## src/hdl/cke_pkg.sv

```systemverilog
// Shared constants, types and a helper function for the cipher key expansion block.
`default_nettype none

package cke_pkg;

    // Schedule shape.
    localparam int ROUND_KEYS     = 8;
    localparam int PASSES_PER_KEY = 4;

    // Key and word geometry.
    localparam int KEY_W   = 256;
    localparam int WORD_W  = 32;
    localparam int WORDS   = KEY_W / WORD_W;
    localparam int BYTES   = KEY_W / 8;
    localparam int IDX_W   = 6;
    localparam int M_DATA_W = ((KEY_W + IDX_W + 7) / 8) * 8;
    localparam int PAD_W    = M_DATA_W - KEY_W - IDX_W;

    // Counter widths, at least one bit each.
    localparam int RK_CNT_W   = (ROUND_KEYS > 1) ? $clog2(ROUND_KEYS) : 1;
    localparam int PASS_CNT_W = (PASSES_PER_KEY > 1) ? $clog2(PASSES_PER_KEY) : 1;

    localparam logic [RK_CNT_W-1:0]   RK_LAST   = RK_CNT_W'(ROUND_KEYS - 1);
    localparam logic [PASS_CNT_W-1:0] PASS_LAST = PASS_CNT_W'(PASSES_PER_KEY - 1);

    // Rotation amount of the word mix, by destination word.
    localparam int unsigned ROT_AMT [WORDS] = '{17, 23, 7, 13, 29, 21, 19, 15};

    // Commands from the controller to the datapath.
    typedef struct packed {
        logic             load;   // capture a new key
        logic             mix;    // byte steps and word sums of one pass
        logic             add;    // rotate and add that closes one pass
        logic             emit;   // move the working key to the output register
        logic             last;   // the emitted round key is the final one
        logic [IDX_W-1:0] index;  // position of the emitted round key
    } cke_cmd_t;

    // Left rotation of a 32-bit word by a constant amount.
    function automatic logic [WORD_W-1:0] rotl32(input logic [WORD_W-1:0] x,
                                                 input int unsigned n);
        return (x << n) | (x >> (WORD_W - n));
    endfunction

endpackage

`default_nettype wire

```

## src/hdl/cipher_key_expansion.sv

```systemverilog
// Top level of the cipher key expansion block: controller plus datapath.
//
//  Channel  Direction  Payload
//  s_       in         tdata[255:0] = key_word0..key_word3, one 256-bit key a beat
//  m_       out        tdata[263:0] = rk_word0..rk_word3, rk_index; tlast = is_last
//
// Each pass of the schedule runs the byte steps and word sums, then the rotate and
// add; a round key takes PASSES_PER_KEY passes and then the load of the output
// register, and a key gives 8 round keys.
// A new key is taken only while no key is in progress; the last round key may still
// wait in the output register. A stalled output register holds the pass loop at
// the emit step. Reset (aresetn low, synchronous) clears the controller only.
`default_nettype none

module cipher_key_expansion (
    input  wire logic                              aclk,
    input  wire logic                              aresetn,
    // key_word0 [63:0], key_word1 [127:64], key_word2 [191:128], key_word3 [255:192]
    input  wire logic [cke_pkg::KEY_W-1:0]         s_tdata,
    input  wire logic                              s_tvalid,
    output logic                                   s_tready,
    // rk_word0 [63:0], rk_word1 [127:64], rk_word2 [191:128], rk_word3 [255:192],
    // rk_index [261:256], zero fill [263:262]
    output logic [cke_pkg::M_DATA_W-1:0]           m_tdata,
    output logic                                   m_tlast,
    output logic                                   m_tvalid,
    input  wire logic                              m_tready
);

    cke_pkg::cke_cmd_t cmd;

    cke_ctrl u_ctrl (
        .aclk     (aclk),
        .aresetn  (aresetn),
        .s_tvalid (s_tvalid),
        .s_tready (s_tready),
        .m_tvalid (m_tvalid),
        .m_tready (m_tready),
        .cmd      (cmd)
    );

    cke_datapath u_datapath (
        .aclk     (aclk),
        .cmd      (cmd),
        .key_in   (s_tdata),
        .out_data (m_tdata),
        .out_last (m_tlast)
    );

endmodule

`default_nettype wire

```

## src/hdl/cke_ctrl.sv

```systemverilog
// Controller state machine that sequences passes, round keys and the output beat.
`default_nettype none

module cke_ctrl (
    input  wire logic            aclk,
    input  wire logic            aresetn,
    input  wire logic            s_tvalid,
    output logic                 s_tready,
    output logic                 m_tvalid,
    input  wire logic            m_tready,
    output cke_pkg::cke_cmd_t    cmd
);

    typedef enum logic [1:0] {
        ST_IDLE,
        ST_MIX,
        ST_ADD,
        ST_EMIT
    } state_t;

    state_t                            state_reg;
    logic [cke_pkg::PASS_CNT_W-1:0]    pass_cnt_reg;
    logic [cke_pkg::RK_CNT_W-1:0]      rk_cnt_reg;
    logic                              m_tvalid_reg;
    logic                              slot_free;

    // The output register can take a beat when empty or being drained.
    assign slot_free = !m_tvalid_reg || m_tready;
    assign s_tready  = (state_reg == ST_IDLE);
    assign m_tvalid  = m_tvalid_reg;

    // Commands decoded from the current state.
    always_comb begin
        cmd       = '0;
        cmd.load  = (state_reg == ST_IDLE) && s_tvalid;
        cmd.mix   = (state_reg == ST_MIX);
        cmd.add   = (state_reg == ST_ADD);
        cmd.emit  = (state_reg == ST_EMIT) && slot_free;
        cmd.last  = (rk_cnt_reg == cke_pkg::RK_LAST);
        cmd.index = cke_pkg::IDX_W'(rk_cnt_reg);
    end

    // State, counters and the output valid flag.
    always_ff @(posedge aclk) begin
        if (!aresetn) begin
            state_reg    <= ST_IDLE;
            pass_cnt_reg <= '0;
            rk_cnt_reg   <= '0;
            m_tvalid_reg <= 1'b0;
        end else begin
            // The output beat is raised on an emit and dropped once taken.
            if (cmd.emit) begin
                m_tvalid_reg <= 1'b1;
            end else if (m_tready) begin
                m_tvalid_reg <= 1'b0;
            end
            unique case (state_reg)
                ST_IDLE: begin
                    if (s_tvalid) begin
                        pass_cnt_reg <= '0;
                        rk_cnt_reg   <= '0;
                        state_reg    <= ST_MIX;
                    end
                end
                ST_MIX: begin
                    state_reg <= ST_ADD;
                end
                ST_ADD: begin
                    if (pass_cnt_reg == cke_pkg::PASS_LAST) begin
                        pass_cnt_reg <= '0;
                        state_reg    <= ST_EMIT;
                    end else begin
                        pass_cnt_reg <= pass_cnt_reg + 1'b1;
                        state_reg    <= ST_MIX;
                    end
                end
                ST_EMIT: begin
                    if (slot_free) begin
                        if (rk_cnt_reg == cke_pkg::RK_LAST) begin
                            state_reg <= ST_IDLE;
                        end else begin
                            rk_cnt_reg <= rk_cnt_reg + 1'b1;
                            state_reg  <= ST_MIX;
                        end
                    end
                end
                default: begin
                    state_reg <= ST_IDLE;
                end
            endcase
        end
    end

endmodule

`default_nettype wire

```

## src/hdl/cke_datapath.sv

```systemverilog
// Datapath: working key, pass logic and the output payload register.
`default_nettype none

module cke_datapath (
    input  wire logic                          aclk,
    input  wire cke_pkg::cke_cmd_t             cmd,
    input  wire logic [cke_pkg::KEY_W-1:0]     key_in,
    output logic [cke_pkg::M_DATA_W-1:0]       out_data,
    output logic                               out_last
);

    logic [cke_pkg::KEY_W-1:0]    key_reg;
    logic [cke_pkg::WORD_W-1:0]   sum_reg [cke_pkg::WORDS];
    logic [cke_pkg::M_DATA_W-1:0] out_data_reg;
    logic                         out_last_reg;

    logic [7:0]                   b1     [cke_pkg::BYTES];
    logic [7:0]                   parity [cke_pkg::WORDS];
    logic [cke_pkg::KEY_W-1:0]    mixed;
    logic [cke_pkg::WORD_W-1:0]   sum_next [cke_pkg::WORDS];
    logic [cke_pkg::KEY_W-1:0]    added;

    // Byte step: each byte is folded with its position and two shifted copies.
    always_comb begin
        for (int i = 0; i < cke_pkg::BYTES; i++) begin
            b1[i] = key_reg[8*i +: 8]
                  ^ (8'(i) ^ {key_reg[8*i +: 7], 1'b0} ^ {4'h0, key_reg[8*i+4 +: 4]});
        end
    end

    // Group step: the first byte of each group gains its rotated group parity.
    always_comb begin
        for (int g = 0; g < cke_pkg::WORDS; g++) begin
            parity[g] = b1[4*g] ^ b1[4*g+1] ^ b1[4*g+2] ^ b1[4*g+3];
            mixed[32*g +: 8]    = b1[4*g] + {parity[g][2:0], parity[g][7:3]};
            mixed[32*g+8 +: 8]  = b1[4*g+1];
            mixed[32*g+16 +: 8] = b1[4*g+2];
            mixed[32*g+24 +: 8] = b1[4*g+3];
        end
    end

    // Neighbor sums of the word mix, registered for the rotate and add that follow.
    always_comb begin
        for (int i = 0; i < cke_pkg::WORDS; i++) begin
            sum_next[i] = (mixed[32*((i+1) % cke_pkg::WORDS) +: 32] ^ mixed[32*i +: 32])
                        + mixed[32*((i + cke_pkg::WORDS - 1) % cke_pkg::WORDS) +: 32];
        end
    end

    // Closing rotate and add of the word mix.
    always_comb begin
        for (int i = 0; i < cke_pkg::WORDS; i++) begin
            added[32*i +: 32] = key_reg[32*i +: 32]
                              + cke_pkg::rotl32(sum_reg[i], cke_pkg::ROT_AMT[i]);
        end
    end

    // Working key and word sums.
    always_ff @(posedge aclk) begin
        if (cmd.load) begin
            key_reg <= key_in;
        end else if (cmd.mix) begin
            key_reg <= mixed;
        end else if (cmd.add) begin
            key_reg <= added;
        end
        if (cmd.mix) begin
            for (int i = 0; i < cke_pkg::WORDS; i++) begin
                sum_reg[i] <= sum_next[i];
            end
        end
    end

    // Output payload register, loaded when a round key is emitted.
    always_ff @(posedge aclk) begin
        if (cmd.emit) begin
            out_data_reg <= {{cke_pkg::PAD_W{1'b0}}, cmd.index, key_reg};
            out_last_reg <= cmd.last;
        end
    end

    assign out_data = out_data_reg;
    assign out_last = out_last_reg;

endmodule

`default_nettype wire

```

## config.mk

```make
export PLATFORM = sky130hd
export DESIGN_NAME = cipher_key_expansion
export DESIGN_NICKNAME = d
export VERILOG_FILES = /design/src/hdl/cke_pkg.sv /design/src/hdl/cipher_key_expansion.sv /design/src/hdl/cke_ctrl.sv /design/src/hdl/cke_datapath.sv
export SDC_FILE = /design/constraint.sdc
export NUM_CORES = 2
export LEC_CHECK = 0
export BUFFER_PORTS_ARGS = -buffer_cell sky130_fd_sc_hd__buf_2
export CORE_MARGIN = 1.5
export CORE_UTILIZATION = 25
export DETAILED_ROUTE_END_ITERATION = 12
export GPL_ROUTABILITY_DRIVEN = 0
export GPL_TIMING_DRIVEN = 0
export RECOVER_POWER = 25
export SLEW_MARGIN = 15
export SYNTH_ARGS = -nofsm -noshare
export SYNTH_HDL_FRONTEND = slang
export SYNTH_SLANG_ARGS = --single-unit
```

## constraint.sdc

```tcl
create_clock -name aclk -period 34.7 [get_ports aclk]
set_input_delay 5.205 -clock aclk [delete_from_list [all_inputs] [get_ports aclk]]
set_output_delay 5.205 -clock aclk [all_outputs]
set_load 0.01 [all_outputs]
```

## Word level (Yosys, flattened, before mapping)

Memories as Yosys holds them, arrays and structs flattened.
Cells that the tools add are included.

- Equal/unequal tests: 8
- Reduce and logical (&&, ||, !) cells: 12
- Multiplexer cells: 19
- Bitwise operators: 134
- Add/sub/neg operators: 26

Operators with widths:

| kind | count |
|---|---|
| 2-to-1 mux 256 bit | 3 |
| adder 32 bit | 16 |
| bitwise XOR 8 bit | 56 |
| bitwise XOR 32 bit | 8 |
| bitwise XOR 8 x 4 -> 8 bit | 32 |
| adder 8 bit | 8 |
| bitwise OR 32 x 13 -> 32 bit | 1 |
| bitwise OR 32 x 15 -> 32 bit | 1 |
| bitwise OR 32 x 17 -> 32 bit | 1 |
| bitwise OR 32 x 19 -> 32 bit | 1 |
| bitwise OR 32 x 21 -> 32 bit | 1 |
| bitwise OR 32 x 23 -> 32 bit | 1 |
| bitwise OR 32 x 29 -> 32 bit | 1 |
| bitwise OR 32 x 7 -> 32 bit | 1 |
| NOT 3 bit | 10 |
| NOT 2 bit | 10 |
| NOT 4 bit | 5 |
| 2-to-1 mux 2 bit | 5 |
| 2-to-1 mux 3 bit | 3 |
| case mux 2 bit (4 select lines) | 1 |
| == test 2 bit, second input constant | 3 |
| case mux 3 bit (2 select lines) | 1 |
| nonzero test 2 bit | 3 |
| 2-to-1 mux 1 bit | 5 |
| 16 further kinds | 22 |

- Bits of input ports: 260
- Output and inout port bits: 267
- Flip-flop bits (word level): 524
- RAM bits: 256
- Memories: 1

Memories:

| name | words | width | read ports | clocked after memory_dff | wr ports | RTL line | RTL |
|---|---|---|---|---|---|---|---|
| u_datapath.sum_reg | 8 | 32 | 8 | 0 | 8 | cke_datapath.sv:13 | `logic [cke_pkg::WORD_W-1:0] sum_reg [cke_pkg::WORDS];` |

## Depth between registers and ports, before layout

- Word-level depth: 9
- Gate-level depth with buffers: 26
- Gate-level depth less buffers: 26

## Hierarchy

From an unflattened synthesis, not the netlist that was laid out.

- Cell total of the unflattened synthesis: 6,039
- Area, all modules: 61,326.3 um^2

Modules (own cells, without submodules):

| module | area each (um^2) | instances | cells an instance |
|---|---|---|---|
| cke_datapath | 60,853.4 | 1 | 5,986 |
| cke_ctrl | 473.0 | 1 | 53 |

## Worst setup path after synthesis

No wires, ideal clock.

- Path kind: in2reg
- Start: input m_tready
- End: register u_datapath.out_data_reg, in the netlist u_datapath.out_data[0], enable pin
- Buffers on the path: 0
- Arrival: 16.730 ns
- Setup time: 0.917 ns
- Stages on the path: 2
- Path slack: 17.053 ns
- Data required time: 33.783 ns
- Path through: nor2b_1 -> nor2b_1

RTL lines:

| what | RTL line | RTL |
|---|---|---|
| start, declared | cipher_key_expansion.sv:27 | `input wire logic m_tready` |
| end signal, assigned | cke_datapath.sv:77 | `out_data_reg <= {{cke_pkg::PAD_W{1'b0}}, cmd.index, key_reg};` |
| end, declared | cke_datapath.sv:14 | `logic [cke_pkg::M_DATA_W-1:0] out_data_reg;` |

## Final worst setup path

- Start: register u_ctrl.state_reg[1]
- End: register u_datapath.key_reg[253] in the netlist's numbering (data pin)

- Longest elaborated chain between the ends: 3
- Elaborated cells between the ends (all ways): 5
- Classes of those cells: 1 x eq/ne; 2 x mux; 2 x reduce/logical

RTL lines:

| what | RTL line | RTL |
|---|---|---|
| start, declared | cke_ctrl.sv:21 | `state_t state_reg;` |
| start signal, assigned | cke_ctrl.sv:46 | `state_reg <= ST_IDLE;` |
| start signal, assigned | cke_ctrl.sv:62 | `state_reg <= ST_MIX;` |
| start signal, assigned | cke_ctrl.sv:66 | `state_reg <= ST_ADD;` |
| == test 2 x 1 -> 1 bit or zero test 2 bit (tied branches) | cke_ctrl.sv:36, cke_ctrl.sv:35 |  |
| 2-to-1 mux 256 bit or logical AND 1 bit (tied branches) | cke_datapath.sv:62, cke_ctrl.sv:35 |  |
| 2-to-1 mux 256 bit * | cke_datapath.sv:60 | `if (cmd.load) begin` |
| end signal, assigned | cke_datapath.sv:61 | `key_reg <= key_in;` |
| end signal, assigned | cke_datapath.sv:63 | `key_reg <= mixed;` |
| end, declared | cke_datapath.sv:12 | `logic [cke_pkg::KEY_W-1:0] key_reg;` |

Mark *: on every way between the ends. The rest lies on a longest branch, timed or not.
A chain may end at the register's enable or synchronous reset.

==> results by group <==
Global route
  – First-pass GRT wire length: 406 mm
  – Global route overflow: 0
  – Largest net degree at the start of global routing: 55
  – GRT Util Overall: 0.234
  – Antenna violations before repair: 81
  – Vias in the first global route: 51.5k

Floorplan
  – Initial core utilization: 0.252
  – Core footprint: 243000 um^2
  – FP Rows: 181
  – Chip Width: 498 um
  – Die area: 248000 um^2
  – Die Y: 498 um
  – Number of I/O pins: 527

Yosys
  – FF+latch count, synth: 780
  – Post-synth EDFFs: 772
  – Synth Warn #: 0
  – Ys async rst share: 0
  – Seq/Total Area, Yosys: 0.381
  – Avg Inst Size Synth: 9.93 um^2
  – Yosys top cell area share: 0.379
  – Area leader, netlist: edfxtp_1
  – Predominant post-synthesis flop cell: edfxtp_1
  – Gate Count Post-Synth: 6169
  – Mapped Area: 61200 um^2
  – Netlist cell types: 101
  – Synth area leaders: edfxtp_1 38%, xnor2_1 11%, ha_1 11%, xor2_1 6.8%, a21oi_1 5.0%

Place
  – HPWL after detailed placement: 240 mm
  – Placed Instances: 9952
  – Post-Place Worst Slack: 26150 ps
  – I/O Buffers: 521

Critical path
  – R2R depth: 10
  – Critical Path Sink: u_datapath.key_reg[253]
  – WP data required: 35180 ps
  – CP Launch Point: u_ctrl.state_reg[1]
  – Crit path max fanout: 53
  – CP endpoint kind: flip-flop
  – Reg2Reg Capture Point: u_datapath.key_reg[253]
  – Reg2reg start: u_ctrl.state_reg[1]
  – Kind of critical path: flip-flop to flip-flop
  – Setup crit start kind: flip-flop
  – R2r setup slk: 25230 ps
  – Crit path arrival time: 9950 ps

CTS
  – Worst skew pair latency: 800 ps
  – Hold_buf cts: 0
  – # clock sinks: 780
  – Clock transition at path regs: 60 ps
  – CTS resizes: 0
  – Clock tree buffer depth: 3
  – Post CTS Setup Buffer Count: 0
  – H-tree Lvls: 3
  – CTS tree: built
  – Num CTS Buffers: 96
  – Clock root cell: clkbuf_16

STA
  – PnR worst setup slack: 25230 ps
  – Unrepaired setup endpoints after global routing: no
  – Hold_ws: 478 ps
  – Hold Vio Cnt, Final: 0
  – Actual slew at the worst max-slew pin: 3300 ps
  – Fin. max-slew vios: 260
  – Minimum clock period after layout: 9470 ps
  – Final period util: 0.273
  – Max Freq: 0.106 GHz
  – Relative slew slack: -1.20
  – Clock Skews: 60.7 ps
  – Setup violators final: 0
  – Setup TNS: 0 ps

Finish
  – Max reg flops: 259
  – Final std cells w/o fill: 10.2k
  – Synth-to-layout area growth: 19.3%
  – Layout cell share with drive strength beyond 1: 0.138
  – Nets: 7665

Routing
  – DRT iter0 DRCs: 7509
  – Final WL: 304 mm
  – DRC Markers: 0
  – Vias: 55.7k
  – Routed Antenna Nets: 0
  – Via density: 5.48
  – Wire per inst: 29.9 um
  – First drt pass iteration count: 8

Min path
  – HP Class: flip-flop to flip-flop
  – Hold path depth: 0

Status
  – Violated checks: capacitance limit, slew limit
  – Status: finished, violations left

Job
  – Max_cap viols: 5
[layout by cell type (no fill, tap or decap), drive strengths merged, types with 243 or more instances in the layout]
| cell | instances |
|---|---|
| a21oi | 608 |
| buf | 584 |
| clkbuf | 243 |
| edfxtp | 772 |
| ha | 533 |
| inv | 256 |
| nand2 | 330 |
| nor2 | 474 |
| o21ai | 393 |
| xnor2 | 784 |
| xor2 | 477 |
[synthesized netlist by cell type (10+ instances only)]
| cell type | number |
|---|---|
| o22ai_1 | 11 |
| a221oi_1 | 13 |
| a21o_1 | 233 |
| mux2i_1 | 23 |
| nand2_1 | 330 |
| nand4_1 | 28 |
| or2_2 | 20 |
| or3_1 | 39 |
| nand3_1 | 76 |
| edfxtp_1 | 772 |
| o21a_1 | 94 |
| o21ai_0 | 369 |
| xnor2_1 | 773 |
| a311oi_1 | 12 |
| and3_1 | 43 |
| a211oi_1 | 51 |
| and2_1 | 21 |
| fa_1 | 24 |
| o31ai_1 | 23 |
| a211o_1 | 16 |
| a2111oi_0 | 15 |
| o41ai_1 | 10 |
| xnor2_2 | 10 |
| nor2_1 | 472 |
| maj3_1 | 14 |
| xor2_1 | 473 |
| clkbuf_1 | 136 |
| a21boi_0 | 23 |
| nor3_1 | 83 |
| nand2b_1 | 72 |
| nor2b_1 | 92 |
| a31oi_1 | 68 |
| inv_1 | 249 |
| a21oi_1 | 607 |
| a31o_2 | 11 |
| o311ai_0 | 13 |
| o21ai_1 | 23 |
| o21bai_1 | 60 |
| ha_1 | 533 |
| o221ai_1 | 12 |
| o211ai_1 | 26 |
[kinds of logic (layout without fill, tap and decap cells)]
| kind of cell | count (synthesis) | in the layout | synth area share |
|---|---|---|---|
| compound gates | 1803 | 1803 | 0.186 |
| simple gates | 1318 | 1318 | 0.0997 |
| xor+xnor | 1266 | 1266 | 0.184 |
| flops | 780 | 780 | 0.381 |
| fa+ha+maj | 579 | 579 | 0.120 |
| buf+inv | 397 | 1153 | 0.0247 |
| mux | 25 | 25 | 0.00413 |
| other cells | 1 | 33 | 0.0000612 |
[critical path, stage by stage (launching register included)]
cell      delay, ps
dfxtp_1         350
inv_1           100
ha_1            660
clkbuf_1       2160
clkbuf_1       2400
inv_1           600
clkbuf_1        460
nand2_1         160
clkbuf_1        890
clkbuf_1       1070
o21ai_0         260
[metal layers]
metal	track usage	part of all wire
met3	0.0735	0.12
met4	0.209	0.10
met5	0	0.0018
met1	0.284	0.37
met2	0.330	0.40
[per-stage QoR]
stage | util | cell area (um^2)
2_1_floorplan | - | 61300
3_3_place_gp | 0.279 | 67900
3_5_place_dp | 0.286 | 69600
4_1_cts | 0.300 | 73100
5_1_grt | 0.300 | 73000
6_report | 0.300 | 73100
[worst min-delay path by stage]
stage / from / to / slack, ps
global placement: u_ctrl.rk_cnt_reg[2] / u_datapath.out_data[258] / 450
CTS: u_ctrl.rk_cnt_reg[2] / u_datapath.out_data[258] / 480
global route: u_ctrl.rk_cnt_reg[2] / u_datapath.out_data[258] / 500
finish: u_ctrl.rk_cnt_reg[2] / u_datapath.out_data[258] / 480
floorplan: u_ctrl.rk_cnt_reg[1] / u_datapath.out_data[257] / 430
detailed placement: u_ctrl.rk_cnt_reg[2] / u_datapath.out_data[258] / 460
[layout make-up]
class,count,area (um^2)
plain buffers,148,639
fillers,25200,170000
diodes,28,70.1
clock buffers,102,2420
inverters,249,935
clock inverters,77,1050
multi-input cells,4996,37100
repair buffers,577,3550
well taps,3202,4010
flip-flops and latches,780,23300
Power is left out: the tool's default activity adds up to more than one toggle a clock period on the data nets, which glitch-free logic cannot reach.
